$ cat src/lorenz_euler_step_unit_defines.svh
// Assertion macros shared by the Lorenz Euler step unit.
`ifndef LORENZ_EULER_STEP_UNIT_DEFINES_SVH
`define LORENZ_EULER_STEP_UNIT_DEFINES_SVH

// The consequent must hold in the same cycle as the antecedent.
`define LES_ASSERT_IMPL(label, clk, rst, ante, cons) \
   label: assert property (@(posedge clk) disable iff (rst) (ante) |-> (cons)) \
      else $error("Lorenz step unit assertion failed.");

// The consequent must hold in the cycle after the antecedent.
`define LES_ASSERT_NEXT(label, clk, rst, ante, cons) \
   label: assert property (@(posedge clk) disable iff (rst) (ante) |=> (cons)) \
      else $error("Lorenz step unit assertion failed.");

`endif

$ cat src/les_pkg.sv
// Types, constants and the microcode table of the Lorenz Euler step unit.
`timescale 1ns / 1ps
`default_nettype none
package les_pkg;

   localparam int WORD_BITS = 32;
   localparam int FRAC_BITS = 16;

   localparam int DIFF_BITS = WORD_BITS + 1;
   localparam int DT_BITS   = FRAC_BITS + 1;
   localparam int A_BITS    = WORD_BITS;
   localparam int B_BITS    = 2 * WORD_BITS - FRAC_BITS;
   localparam int B_LO      = (B_BITS + 1) / 2;
   localparam int B_HI      = B_BITS - B_LO;
   localparam int PP_BITS   = A_BITS + B_LO;
   localparam int P_BITS    = 2 * WORD_BITS + 2;
   localparam int ACC_BITS  = P_BITS - FRAC_BITS + 2;

   localparam int CSR_IDX_BITS = 3;

   typedef logic signed [WORD_BITS-1:0] word_type;
   typedef logic signed [DIFF_BITS-1:0] diff_type;
   typedef logic signed [ACC_BITS-1:0]  acc_type;
   typedef logic [DT_BITS-1:0]          dt_type;

   localparam word_type WORD_MAX = {1'b0, {(WORD_BITS-1){1'b1}}};
   localparam word_type WORD_MIN = {1'b1, {(WORD_BITS-1){1'b0}}};

   localparam longint ONE = longint'(1) << FRAC_BITS;
   localparam word_type RST_SIGMA = WORD_BITS'(ONE * 10);
   localparam word_type RST_RHO   = WORD_BITS'(ONE * 28);
   localparam word_type RST_BETA  = WORD_BITS'((ONE * 8 + 1) / 3);
   localparam dt_type   RST_DT    = DT_BITS'((ONE + 50) / 100);
   localparam word_type RST_X     = WORD_BITS'(ONE);
   localparam word_type RST_Y     = WORD_BITS'((ONE * 31 + 5) / 10);
   localparam word_type RST_Z     = '0;

   typedef enum logic [CSR_IDX_BITS-1:0] {
      REG_SIGMA,
      REG_RHO,
      REG_BETA,
      REG_DT,
      REG_START_X,
      REG_START_Y,
      REG_START_Z
   } csr_idx_type;

   typedef enum logic [1:0] {A_SIGMA, A_X, A_BETA, A_DT} asel_type;
   typedef enum logic [2:0] {B_DXY, B_DRZ, B_Y, B_Z, B_DX, B_DY, B_DZ} bsel_type;
   typedef enum logic [2:0] {W_DX, W_DY, W_T, W_DZ, W_X, W_Y, W_Z} wdst_type;
   typedef enum logic [1:0] {N_SEQ, N_JUMP, N_EMIT} next_type;

   localparam int ROM_DEPTH = 21;
   localparam int PC_BITS   = $clog2(ROM_DEPTH);

   localparam logic [PC_BITS-1:0] ADDR_STEP = PC_BITS'(0);
   localparam logic [PC_BITS-1:0] ADDR_EMIT = PC_BITS'(19);
   localparam logic [PC_BITS-1:0] ADDR_LOAD = PC_BITS'(20);

   typedef struct packed {
      logic               diff;
      logic               load;
      logic               issue;
      asel_type           asel;
      bsel_type           bsel;
      logic               wb;
      wdst_type           wdst;
      next_type           nxt;
      logic [PC_BITS-1:0] target;
   } ctrl_type;

   typedef struct packed {
      logic              start;
      logic              neg;
      logic [A_BITS-1:0] a_mag;
      logic [B_BITS-1:0] b_mag;
   } mul_req_type;

   typedef struct packed {
      word_type x;
      word_type y;
      word_type z;
      logic     clip;
   } state_type;

   function automatic ctrl_type cw_base();
      ctrl_type c;
      c.diff   = 1'b0;
      c.load   = 1'b0;
      c.issue  = 1'b0;
      c.asel   = A_SIGMA;
      c.bsel   = B_DXY;
      c.wb     = 1'b0;
      c.wdst   = W_DX;
      c.nxt    = N_SEQ;
      c.target = ADDR_STEP;
      return c;
   endfunction

   function automatic ctrl_type cw_issue(asel_type a, bsel_type b);
      ctrl_type c;
      c       = cw_base();
      c.issue = 1'b1;
      c.asel  = a;
      c.bsel  = b;
      return c;
   endfunction

   function automatic ctrl_type cw_wb(wdst_type d);
      ctrl_type c;
      c      = cw_base();
      c.wb   = 1'b1;
      c.wdst = d;
      return c;
   endfunction

   // Products are issued at the odd addresses 1 to 13 and written back at the even addresses 6 to 18.
   function automatic ctrl_type les_rom(logic [PC_BITS-1:0] addr);
      ctrl_type c;
      c = cw_base();
      case (addr)
         PC_BITS'(0): c.diff = 1'b1;
         PC_BITS'(1): c = cw_issue(A_SIGMA, B_DXY);
         PC_BITS'(3): c = cw_issue(A_X, B_DRZ);
         PC_BITS'(5): c = cw_issue(A_X, B_Y);
         PC_BITS'(6): c = cw_wb(W_DX);
         PC_BITS'(7): c = cw_issue(A_BETA, B_Z);
         PC_BITS'(8): c = cw_wb(W_DY);
         PC_BITS'(9): c = cw_issue(A_DT, B_DX);
         PC_BITS'(10): c = cw_wb(W_T);
         PC_BITS'(11): c = cw_issue(A_DT, B_DY);
         PC_BITS'(12): c = cw_wb(W_DZ);
         PC_BITS'(13): c = cw_issue(A_DT, B_DZ);
         PC_BITS'(14): c = cw_wb(W_X);
         PC_BITS'(16): c = cw_wb(W_Y);
         PC_BITS'(18): c = cw_wb(W_Z);
         PC_BITS'(19): c.nxt = N_EMIT;
         PC_BITS'(20): begin
            c.load   = 1'b1;
            c.nxt    = N_JUMP;
            c.target = ADDR_EMIT;
         end
         PC_BITS'(2), PC_BITS'(4), PC_BITS'(15), PC_BITS'(17): c = cw_base();
         default: begin
            c.nxt    = N_JUMP;
            c.target = ADDR_EMIT;
         end
      endcase
      return c;
   endfunction

endpackage
`default_nettype wire

$ cat src/les_mul.sv
// Shared sign-magnitude fixed-point multiplier with rounding, two passes per product.
`timescale 1ns / 1ps
`default_nettype none
`include "lorenz_euler_step_unit_defines.svh"
module les_mul (
   input  logic                clock,
   input  logic                reset,
   input  les_pkg::mul_req_type req,
   output les_pkg::acc_type    res
);
   import les_pkg::*;

   localparam logic [P_BITS-1:0] HALF = P_BITS'(1) << (FRAC_BITS - 1);

   logic [A_BITS-1:0]  a_ff, a_in;
   logic [B_BITS-1:0]  b_ff, b_in;
   logic               neg_ff, neg_in;
   logic               lo_ph_ff, lo_ph_in;
   logic               hi_ph_ff, hi_ph_in;
   logic               sum_ph_ff, sum_ph_in;
   logic               res_ph_ff, res_ph_in;
   logic [PP_BITS-1:0] plo_ff, plo_in;
   logic [PP_BITS-1:0] phi_ff, phi_in;
   logic               negp_ff, negp_in;
   logic [P_BITS-1:0]  sum_ff, sum_in;
   logic               negs_ff, negs_in;
   acc_type            res_ff, res_in;
   logic [B_LO-1:0]    mul_b;
   logic [PP_BITS-1:0] prod;
   acc_type            rnd;

   always_comb begin
      a_in      = a_ff;
      b_in      = b_ff;
      neg_in    = neg_ff;
      plo_in    = plo_ff;
      phi_in    = phi_ff;
      negp_in   = negp_ff;
      sum_in    = sum_ff;
      negs_in   = negs_ff;
      res_in    = res_ff;
      lo_ph_in  = req.start;
      hi_ph_in  = lo_ph_ff;
      sum_ph_in = hi_ph_ff;
      res_ph_in = sum_ph_ff;

      mul_b = hi_ph_ff ? B_LO'(b_ff[B_BITS-1:B_LO]) : b_ff[B_LO-1:0];
      prod  = PP_BITS'(a_ff) * PP_BITS'(mul_b);
      rnd   = ACC_BITS'(sum_ff[P_BITS-1:FRAC_BITS]);

      if (req.start) begin
         a_in   = req.a_mag;
         b_in   = req.b_mag;
         neg_in = req.neg;
      end
      if (lo_ph_ff) begin
         plo_in = prod;
      end
      if (hi_ph_ff) begin
         phi_in  = prod;
         negp_in = neg_ff;
      end
      if (sum_ph_ff) begin
         sum_in  = P_BITS'(plo_ff) + (P_BITS'(phi_ff) << B_LO) + HALF;
         negs_in = negp_ff;
      end
      if (res_ph_ff) begin
         res_in = negs_ff ? -rnd : rnd;
      end
   end

   always_ff @(posedge clock) begin
      if (reset) begin
         lo_ph_ff  <= 1'b0;
         hi_ph_ff  <= 1'b0;
         sum_ph_ff <= 1'b0;
         res_ph_ff <= 1'b0;
      end else begin
         lo_ph_ff  <= lo_ph_in;
         hi_ph_ff  <= hi_ph_in;
         sum_ph_ff <= sum_ph_in;
         res_ph_ff <= res_ph_in;
      end
      a_ff    <= a_in;
      b_ff    <= b_in;
      neg_ff  <= neg_in;
      plo_ff  <= plo_in;
      phi_ff  <= phi_in;
      negp_ff <= negp_in;
      sum_ff  <= sum_in;
      negs_ff <= negs_in;
      res_ff  <= res_in;
   end

   assign res = res_ff;

   `LES_ASSERT_IMPL(a_issue_gap, clock, reset, req.start, !lo_ph_ff)
   `LES_ASSERT_IMPL(a_res_timing, clock, reset, res_ph_ff, $past(req.start, 4))

endmodule
`default_nettype wire

$ cat src/les_dpath.sv
// Datapath: configuration registers, Lorenz state, temporaries and the shared multiplier.
`timescale 1ns / 1ps
`default_nettype none
module les_dpath (
   input  logic                              clock,
   input  logic                              reset,
   input  logic                              csr_we,
   input  logic [les_pkg::CSR_IDX_BITS-1:0]  csr_index,
   input  logic [les_pkg::WORD_BITS-1:0]     csr_wdata,
   input  les_pkg::ctrl_type                 ctrl,
   output les_pkg::state_type                state
);
   import les_pkg::*;

   localparam acc_type ACC_WMAX = ACC_BITS'(WORD_MAX);
   localparam acc_type ACC_WMIN = ACC_BITS'(WORD_MIN);

   word_type    sigma_ff, sigma_in;
   word_type    rho_ff, rho_in;
   word_type    beta_ff, beta_in;
   dt_type      dt_ff, dt_in;
   word_type    sx_ff, sx_in;
   word_type    sy_ff, sy_in;
   word_type    sz_ff, sz_in;
   word_type    x_ff, x_in;
   word_type    y_ff, y_in;
   word_type    z_ff, z_in;
   logic        clip_ff, clip_in;
   diff_type    dxy_ff, dxy_in;
   diff_type    drz_ff, drz_in;
   acc_type     dx_ff, dx_in;
   acc_type     dy_ff, dy_in;
   acc_type     t_ff, t_in;
   acc_type     dz_ff, dz_in;
   diff_type    a_val, a_abs;
   acc_type     b_val, b_abs;
   mul_req_type mreq;
   acc_type     mul_res;
   word_type    base;
   acc_type     sum;
   word_type    sat_val;
   logic        sat_ov;

   les_mul u_mul (
      .clock (clock),
      .reset (reset),
      .req   (mreq),
      .res   (mul_res)
   );

   always_comb begin
      case (ctrl.asel)
         A_SIGMA: a_val = DIFF_BITS'(sigma_ff);
         A_X:     a_val = DIFF_BITS'(x_ff);
         A_BETA:  a_val = DIFF_BITS'(beta_ff);
         A_DT:    a_val = $signed(DIFF_BITS'(dt_ff));
         default: a_val = DIFF_BITS'(x_ff);
      endcase
      case (ctrl.bsel)
         B_DXY:   b_val = ACC_BITS'(dxy_ff);
         B_DRZ:   b_val = ACC_BITS'(drz_ff);
         B_Y:     b_val = ACC_BITS'(y_ff);
         B_Z:     b_val = ACC_BITS'(z_ff);
         B_DX:    b_val = dx_ff;
         B_DY:    b_val = dy_ff;
         B_DZ:    b_val = dz_ff;
         default: b_val = dx_ff;
      endcase
      a_abs      = a_val[DIFF_BITS-1] ? -a_val : a_val;
      b_abs      = b_val[ACC_BITS-1] ? -b_val : b_val;
      mreq.start = ctrl.issue;
      mreq.neg   = a_val[DIFF_BITS-1] ^ b_val[ACC_BITS-1];
      mreq.a_mag = a_abs[A_BITS-1:0];
      mreq.b_mag = b_abs[B_BITS-1:0];
   end

   always_comb begin
      case (ctrl.wdst)
         W_Y:     base = y_ff;
         W_Z:     base = z_ff;
         default: base = x_ff;
      endcase
      sum = ACC_BITS'(base) + mul_res;
      if (sum > ACC_WMAX) begin
         sat_val = WORD_MAX;
         sat_ov  = 1'b1;
      end else if (sum < ACC_WMIN) begin
         sat_val = WORD_MIN;
         sat_ov  = 1'b1;
      end else begin
         sat_val = sum[WORD_BITS-1:0];
         sat_ov  = 1'b0;
      end
   end

   always_comb begin
      sigma_in = sigma_ff;
      rho_in   = rho_ff;
      beta_in  = beta_ff;
      dt_in    = dt_ff;
      sx_in    = sx_ff;
      sy_in    = sy_ff;
      sz_in    = sz_ff;
      if (csr_we) begin
         case (csr_idx_type'(csr_index))
            REG_SIGMA:   sigma_in = csr_wdata;
            REG_RHO:     rho_in   = csr_wdata;
            REG_BETA:    beta_in  = csr_wdata;
            REG_DT:      dt_in    = csr_wdata[DT_BITS-1:0];
            REG_START_X: sx_in    = csr_wdata;
            REG_START_Y: sy_in    = csr_wdata;
            REG_START_Z: sz_in    = csr_wdata;
            default: ;
         endcase
      end
   end

   always_comb begin
      x_in    = x_ff;
      y_in    = y_ff;
      z_in    = z_ff;
      clip_in = clip_ff;
      dxy_in  = dxy_ff;
      drz_in  = drz_ff;
      dx_in   = dx_ff;
      dy_in   = dy_ff;
      t_in    = t_ff;
      dz_in   = dz_ff;
      if (ctrl.diff) begin
         dxy_in  = DIFF_BITS'(y_ff) - DIFF_BITS'(x_ff);
         drz_in  = DIFF_BITS'(rho_ff) - DIFF_BITS'(z_ff);
         clip_in = 1'b0;
      end
      if (ctrl.load) begin
         x_in    = sx_ff;
         y_in    = sy_ff;
         z_in    = sz_ff;
         clip_in = 1'b0;
      end
      if (ctrl.wb) begin
         case (ctrl.wdst)
            W_DX: dx_in = mul_res;
            W_DY: dy_in = mul_res - ACC_BITS'(y_ff);
            W_T:  t_in  = mul_res;
            W_DZ: dz_in = t_ff - mul_res;
            W_X: begin
               x_in    = sat_val;
               clip_in = clip_ff | sat_ov;
            end
            W_Y: begin
               y_in    = sat_val;
               clip_in = clip_ff | sat_ov;
            end
            W_Z: begin
               z_in    = sat_val;
               clip_in = clip_ff | sat_ov;
            end
            default: ;
         endcase
      end
   end

   always_ff @(posedge clock) begin
      if (reset) begin
         sigma_ff <= RST_SIGMA;
         rho_ff   <= RST_RHO;
         beta_ff  <= RST_BETA;
         dt_ff    <= RST_DT;
         sx_ff    <= RST_X;
         sy_ff    <= RST_Y;
         sz_ff    <= RST_Z;
         x_ff     <= RST_X;
         y_ff     <= RST_Y;
         z_ff     <= RST_Z;
         clip_ff  <= 1'b0;
      end else begin
         sigma_ff <= sigma_in;
         rho_ff   <= rho_in;
         beta_ff  <= beta_in;
         dt_ff    <= dt_in;
         sx_ff    <= sx_in;
         sy_ff    <= sy_in;
         sz_ff    <= sz_in;
         x_ff     <= x_in;
         y_ff     <= y_in;
         z_ff     <= z_in;
         clip_ff  <= clip_in;
      end
      dxy_ff <= dxy_in;
      drz_ff <= drz_in;
      dx_ff  <= dx_in;
      dy_ff  <= dy_in;
      t_ff   <= t_in;
      dz_ff  <= dz_in;
   end

   assign state.x    = x_ff;
   assign state.y    = y_ff;
   assign state.z    = z_ff;
   assign state.clip = clip_ff;

endmodule
`default_nettype wire

$ cat src/les_seq.sv
// Microcode sequencer: step counter, control table lookup and jumps.
`timescale 1ns / 1ps
`default_nettype none
`include "lorenz_euler_step_unit_defines.svh"
module les_seq (
   input  logic              clock,
   input  logic              reset,
   input  logic              req_valid,
   input  logic              req_restart,
   input  logic              slot_free,
   output logic              req_ready,
   output les_pkg::ctrl_type ctrl,
   output logic              emit
);
   import les_pkg::*;

   logic               busy_ff, busy_in;
   logic [PC_BITS-1:0] pc_ff, pc_in;
   ctrl_type           cw;

   always_comb begin
      cw      = les_rom(pc_ff);
      busy_in = busy_ff;
      pc_in   = pc_ff;
      emit    = 1'b0;
      if (!busy_ff) begin
         if (req_valid) begin
            busy_in = 1'b1;
            pc_in   = req_restart ? ADDR_LOAD : ADDR_STEP;
         end
      end else begin
         case (cw.nxt)
            N_SEQ:  pc_in = pc_ff + PC_BITS'(1);
            N_JUMP: pc_in = cw.target;
            N_EMIT: begin
               if (slot_free) begin
                  emit    = 1'b1;
                  busy_in = 1'b0;
               end
            end
            default: ;
         endcase
      end
      ctrl = busy_ff ? cw : cw_base();
   end

   always_ff @(posedge clock) begin
      if (reset) begin
         busy_ff <= 1'b0;
         pc_ff   <= ADDR_STEP;
      end else begin
         busy_ff <= busy_in;
         pc_ff   <= pc_in;
      end
   end

   assign req_ready = !busy_ff;

   `LES_ASSERT_IMPL(a_emit_busy, clock, reset, emit, busy_ff)
   `LES_ASSERT_NEXT(a_emit_frees, clock, reset, emit, req_ready)
   `LES_ASSERT_IMPL(a_pc_range, clock, reset, busy_ff, pc_ff <= ADDR_LOAD)

endmodule
`default_nettype wire

$ cat src/lorenz_euler_step_unit.sv
// Lorenz Euler step unit: one explicit Euler step of x, y, z in Q16.16 per step request beat;
// a restart beat loads the start state instead. One beat is worked at a time, and a response
// waits while the response slot is full. Seven products share one 32 by 24 multiplier that
// needs two passes per product, behind a four-stage pipeline.
// Synchronous reset restores the default coefficients and start state, with no beat pending.
`timescale 1ns / 1ps
`default_nettype none
`include "lorenz_euler_step_unit_defines.svh"
module lorenz_euler_step_unit (
   input  logic                             clock,
   input  logic                             reset,
   input  logic                             req_valid,
   output logic                             req_ready,
   input  logic                             req_restart,
   output logic                             rsp_valid,
   input  logic                             rsp_ready,
   output les_pkg::word_type                rsp_out_x,
   output les_pkg::word_type                rsp_out_y,
   output les_pkg::word_type                rsp_out_z,
   output logic                             rsp_clipped,
   input  logic                             csr_we,
   input  logic [les_pkg::CSR_IDX_BITS-1:0] csr_index,
   input  logic [les_pkg::WORD_BITS-1:0]    csr_wdata
);
   import les_pkg::*;

   ctrl_type  ctrl;
   state_type state;
   logic      emit;
   logic      slot_free;
   logic      rsp_valid_ff, rsp_valid_in;
   state_type rsp_ff, rsp_in;

   les_seq u_seq (
      .clock       (clock),
      .reset       (reset),
      .req_valid   (req_valid),
      .req_restart (req_restart),
      .slot_free   (slot_free),
      .req_ready   (req_ready),
      .ctrl        (ctrl),
      .emit        (emit)
   );

   les_dpath u_dpath (
      .clock     (clock),
      .reset     (reset),
      .csr_we    (csr_we),
      .csr_index (csr_index),
      .csr_wdata (csr_wdata),
      .ctrl      (ctrl),
      .state     (state)
   );

   always_comb begin
      slot_free    = !rsp_valid_ff || rsp_ready;
      rsp_in       = rsp_ff;
      rsp_valid_in = rsp_valid_ff && !rsp_ready;
      if (emit) begin
         rsp_in       = state;
         rsp_valid_in = 1'b1;
      end
   end

   always_ff @(posedge clock) begin
      if (reset) begin
         rsp_valid_ff <= 1'b0;
      end else begin
         rsp_valid_ff <= rsp_valid_in;
      end
      rsp_ff <= rsp_in;
   end

   assign rsp_valid   = rsp_valid_ff;
   assign rsp_out_x   = rsp_ff.x;
   assign rsp_out_y   = rsp_ff.y;
   assign rsp_out_z   = rsp_ff.z;
   assign rsp_clipped = rsp_ff.clip;

   `LES_ASSERT_IMPL(a_no_overwrite, clock, reset, rsp_valid_ff && !rsp_ready, !emit)

endmodule
`default_nettype wire
$ cat config.mk
export PLATFORM = sky130hd
export DESIGN_NAME = lorenz_euler_step_unit
export DESIGN_NICKNAME = d
export VERILOG_FILES = /design/src/les_pkg.sv /design/src/les_mul.sv /design/src/les_dpath.sv /design/src/les_seq.sv /design/src/lorenz_euler_step_unit.sv
export VERILOG_INCLUDE_DIRS = /design/src /design/src/src
export SDC_FILE = /design/constraint.sdc
export NUM_CORES = 2
export LEC_CHECK = 0
export CAP_MARGIN = 15
export CORE_MARGIN = 5
export CORE_UTILIZATION = 60
export DETAILED_ROUTE_END_ITERATION = 10
export DONT_BUFFER_PORTS = 1
export HOLD_SLACK_MARGIN = 0.02
export PLACE_DENSITY = 0.76
export SLEW_MARGIN = 20
export SYNTH_ARGS = -nofsm -noshare
export SYNTH_HDL_FRONTEND = slang
export SYNTH_SLANG_ARGS = --single-unit
$ cat constraint.sdc
create_clock -name clock -period 11.32 [get_ports clock]
set_input_delay 2.264 -clock clock [delete_from_list [all_inputs] [get_ports clock]]
set_output_delay 2.264 -clock clock [all_outputs]
set_load 0.05 [all_outputs]
==> reports/qor.tcl <==
set qor(status) {complete, no violations}
set qor(sequential_area_share_after_synthesis_pct) 33.80
set qor(achievable-frequency_mhz) 106.8
set qor(rsz0062_at_grt) {false}
set qor(area_delta_synth_final_pct) 6.582
set qor(design.final.nets) 8682
set qor(cts-root-buf) {sky130_fd_sc_hd__clkbuf_16}
set qor(cts_buffer_depth) 3
set qor(power.switching_fraction_pct) 49.99
set qor(io_pins) 140
set qor(die_height_um) 363.0
set qor(r2r-start) {u_dpath.u_mul.hi_ph_ff$_SDFF_PP0_}
set qor(overall_overflow_remaining_after_global_route) 0
set qor(setup_violations) 0
set qor(final_layout_size_suffix_gt1_share_pct) 4.802
set qor(antenna_violating_nets_post_route) 0
set qor(layout_worst_path_cycle_share_pct) 82.74
set qor(count_of_hold_fix_buffers_inserted_at_cts) 0
set qor(hold_path_end) {u_dpath.u_mul.negs_ff$_DFFE_PP_}
set qor(cell_int_power_mw) 13.78
set qor(period_needed_ns) 9.366
set qor(clock_insertion_delay_worst_skew_ns) 0.74
set qor(syn_inst) 7719
set qor(synth_enable_flop_cells) 630
set qor(synth_area_leaders) {sky130_fd_sc_hd__edfxtp_1, sky130_fd_sc_hd__fa_1, sky130_fd_sc_hd__dfxtp_1}
set qor(holdCritStartpoint) {u_dpath.u_mul.negp_ff$_DFFE_PP_}
set qor(synthArstFlopShare_pct) 0
set qor(worst-endpoint-arrival_ns) 9.82
set qor(cp_common_cell) {sky130_fd_sc_hd__fa_1}
set qor(detailed_place_hpwl_um) 188300
set qor(cts_inserted_buffers) 99
set qor(grt_pass1_wl_um) 370300
set qor(crit_type) {reg2reg}
set qor(largest_net_degree_at_the_start_of_global_routing) 280
set qor(cp_max_stage_delay_ns) 0.68
set qor(max-vdd-ir-drop_v) 0.001021
set qor(gp_congestion) 1.055
set qor(finalMaxSlewViolations) 0
set qor(power.switching_mw) 13.78
set qor(yosysUniqueCellTypes) 106
set qor(synth-main-ff-cell) {sky130_fd_sc_hd__edfxtp_1}
set qor(r2r_end) {u_dpath.u_mul.plo_ff[54]$_DFFE_PP_}
set qor(power.leakage_nw) 32.56
set qor(floorplan.die_area_um2) 131700
set qor(netlist_top_cells_count) {sky130_fd_sc_hd__nand2_1, sky130_fd_sc_hd__inv_1, sky130_fd_sc_hd__fa_1, sky130_fd_sc_hd__edfxtp_1, sky130_fd_sc_hd__a21oi_1}
set qor(post-cts-setup-buffer-count) 0
set qor(clkSinkCount) 947
set qor(reg2reg_setup_slack_ns) 1.95
set qor(timing.hold.worst_path_depth) 0
set qor(synth-warning-count) 0
set qor(reg2regPathDepth) 28
set qor(cp.required_ns) 11.77
set qor(syn-num-nets) 8863
set qor(layout.area.seq_um2) 25270
set qor(cp_slowest_cell) {sky130_fd_sc_hd__mux2i_4}
set qor(final.fill_count) 9732
set qor(class_of_the_tightest_hold_or_removal_check) {reg2reg}
set qor(floorplan.die.width_um) 363.0
set qor(hold_ws_ns) 0.4197
set qor(syn_area_per_cell_um2) 9.683
set qor(critical_path.startpoint_type) {register}
set qor(start_util_pct) 60.38
set qor(slew-limit-headroom_pct) 23.49
set qor(power.share.clock_pct) 12.1
set qor(dr.first_iter.drc_count) 8178
set qor(leading_area_contributor_after_synthesis) {sky130_fd_sc_hd__edfxtp_1}
set qor(fp-row-count) 129
set qor(h-tree-depth) 3
set qor(maximum_fanout_along_the_worst_path) 45
set qor(multi_input_comb_area_um2) 44910
set qor(drt_drc_violations_left) 0
set qor(vias) 59990
set qor(worst_clk_skew_ns) 0.04596
set qor(grt_usage_pct) 37.54
set qor(transition_time_of_the_tightest_slew_check_pin_ns) 1.119
set qor(max_cap_violations) 0
set qor(first_pass_iteration_count_of_the_detailed_router) 7
set qor(ratio_of_routed_vias_to_standard_cells) 6.471
set qor(setup-tns-final_ns) 0
set qor(cts_repair_resize_count) 0
set qor(post_synth_instance_area_um2) 74740
set qor(post-synth-top-area-fraction_pct) 25.31
set qor(postSynthRegisterBits) 947
set qor(port-buffer-count) 0
set qor(post_drt_wl_per_cell_um) 26.94
set qor(combinational_cell_fraction_of_total_power_pct) 68.5
set qor(setup.worst_path.end_class) {register}
set qor(power.share.sequential_pct) 19.3
set qor(post-synth-top-count-cell) {sky130_fd_sc_hd__nand2_1}
set qor(postRouteWirelength_um) 249700
set qor(first_global_vias) 58539
set qor(clkSlewWorstSetupHoldPaths_ns) 0.06
set qor(hold_violations) 0
set qor(cts_tree) {built}
set qor(power_density_nw_per_um2) 346.0
set qor(number_of_antenna_violations_at_the_first_check_in_global_routing) 17
set qor(coreArea_um2) 123800
## flip-flops by register name, summed over array words and instances, names as in the netlist, 33 cells and up
signal and cells:
u_dpath.drz_ff 33, u_dpath.dx_ff 49, u_dpath.dxy_ff 33, u_dpath.dy_ff 49, u_dpath.dz_ff 49, u_dpath.t_ff 52, u_dpath.u_mul.b_ff 48, u_dpath.u_mul.phi_ff 42
u_dpath.u_mul.plo_ff 41, u_dpath.u_mul.res 52, u_dpath.u_mul.sum_ff 50
## cell usage in the layout, fill, tap and decap left out, types with 26 or more instances in the layout
| cell type | count |
|---|---|
| sky130_fd_sc_hd__edfxtp_1 | 630 |
| sky130_fd_sc_hd__a22oi_1 | 54 |
| sky130_fd_sc_hd__clkbuf_1 | 26 |
| sky130_fd_sc_hd__o21ai_0 | 238 |
| sky130_fd_sc_hd__mux2_2 | 26 |
| sky130_fd_sc_hd__dfxtp_1 | 313 |
| sky130_fd_sc_hd__inv_1 | 858 |
| sky130_fd_sc_hd__a221oi_1 | 110 |
| sky130_fd_sc_hd__mux2i_1 | 96 |
| sky130_fd_sc_hd__o21a_1 | 56 |
| sky130_fd_sc_hd__fa_1 | 663 |
| sky130_fd_sc_hd__nand3_1 | 131 |
| sky130_fd_sc_hd__o31ai_1 | 32 |
| sky130_fd_sc_hd__xor2_1 | 119 |
| sky130_fd_sc_hd__ha_1 | 440 |
| sky130_fd_sc_hd__nand2_1 | 1241 |
| sky130_fd_sc_hd__buf_4 | 85 |
| sky130_fd_sc_hd__nand4_1 | 48 |
| sky130_fd_sc_hd__and3_1 | 50 |
| sky130_fd_sc_hd__o221ai_1 | 33 |
| sky130_fd_sc_hd__clkbuf_16 | 101 |
| sky130_fd_sc_hd__nor2_1 | 261 |
| sky130_fd_sc_hd__a211oi_1 | 31 |
| sky130_fd_sc_hd__a21o_1 | 142 |
| sky130_fd_sc_hd__xnor2_1 | 280 |
| sky130_fd_sc_hd__nand2b_1 | 78 |
| sky130_fd_sc_hd__and2_1 | 103 |
| sky130_fd_sc_hd__a31oi_1 | 45 |
| sky130_fd_sc_hd__nor2b_1 | 242 |
| sky130_fd_sc_hd__o211ai_1 | 30 |
| sky130_fd_sc_hd__o21bai_1 | 32 |
| sky130_fd_sc_hd__nor3_1 | 64 |
| sky130_fd_sc_hd__a21oi_1 | 507 |
## worst max-delay path by stage
stage / from / to / slack, ns / depth (start not counted)
6_report: u_dpath.u_mul.hi_ph_ff$_SDFF_PP0_ / u_dpath.u_mul.plo_ff[54]$_DFFE_PP_ / 1.95 / 28
5_1_grt: u_dpath.u_mul.hi_ph_ff$_SDFF_PP0_ / u_dpath.u_mul.plo_ff[54]$_DFFE_PP_ / 1.53 / 28
4_1_cts: u_dpath.u_mul.hi_ph_ff$_SDFF_PP0_ / u_dpath.u_mul.plo_ff[54]$_DFFE_PP_ / 2.01 / 28
3_5_place_dp: u_dpath.u_mul.hi_ph_ff$_SDFF_PP0_ / u_dpath.u_mul.plo_ff[54]$_DFFE_PP_ / 2.06 / 28
3_3_place_gp: u_dpath.u_mul.hi_ph_ff$_SDFF_PP0_ / u_dpath.u_mul.plo_ff[54]$_DFFE_PP_ / 2.16 / 28
2_1_floorplan: u_dpath.u_mul.hi_ph_ff$_SDFF_PP0_ / u_dpath.u_mul.plo_ff[54]$_DFFE_PP_ / 2.19 / 29
## cell type report
class,count,share of cell area [%]
clock buffer,138,3.474
inverter,861,4.057
timing repair buffer,95,1.084
tap,1637,2.571
antenna,12,0.03769
sequential,947,31.72
clock inverter,47,0.6801
multi-input combinational,5534,56.37
## power groups by stage
stage                     Sequential [mW]  Combinational (mW)  Clock, mW
after floorplan                      5.48                12.1          0
after global routing                 5.35                20.5       3.50
after global placement               5.41                17.9          0
after CTS                            5.34                18.4       3.35
after detailed placement             5.41                18.3          0
final                                5.33                18.9       3.34
## stage by stage
step	instances	power (mW)	setup WS (ns)	utilization (%)	cell area, µm²
2_1_floorplan	7719	17.56	2.189	-	74740
3_3_place_gp	9063	23.35	2.158	61.46	76080
3_5_place_dp	9070	23.72	2.057	61.60	76250
4_1_cts	9255	27.11	2.013	64.27	79560
5_1_grt	9259	29.37	1.532	64.33	79630
6_report	9271	27.56	1.954	64.35	79660
## worst max-delay path: cells and delay by family (launching register included)
family | cells | cell delay, ns
adder cells (fa/ha/maj) | 8 | 3.55
AND/OR/NAND/NOR | 2 | 0.23
AO/OA/AOI/OAI | 10 | 2.63
multiplexers | 1 | 0.68
buffers and inverters | 6 | 1.16
flip-flops | 1 | 0.64
XOR/XNOR | 1 | 0.16
## kinds of logic (layout without fill, tap and decap cells)
family / count (synthesis) / count (layout) / synth area share (%)
compound gates: 1545 / 1545 / 13.67
xor+xnor: 399 / 399 / 4.675
fa+ha+maj: 1106 / 1106 / 25.16
buf+inv: 1238 / 1141 / 6.346
flops: 947 / 947 / 33.80
mux: 128 / 128 / 1.758
other cells: 0 / 12 / 0
simple gates: 2356 / 2356 / 14.58
## metal layers
metal / up-vias / wire length (µm) / global-route usage, %
met5: - / 67 / 0
met4: 10 / 11520 / 14.46
met3: 625 / 42260 / 16.90
met2: 4072 / 101200 / 53.11
met1: 29358 / 94670 / 50.89
li1: 25925 / - / -
(Power assumes the default switching activity.)
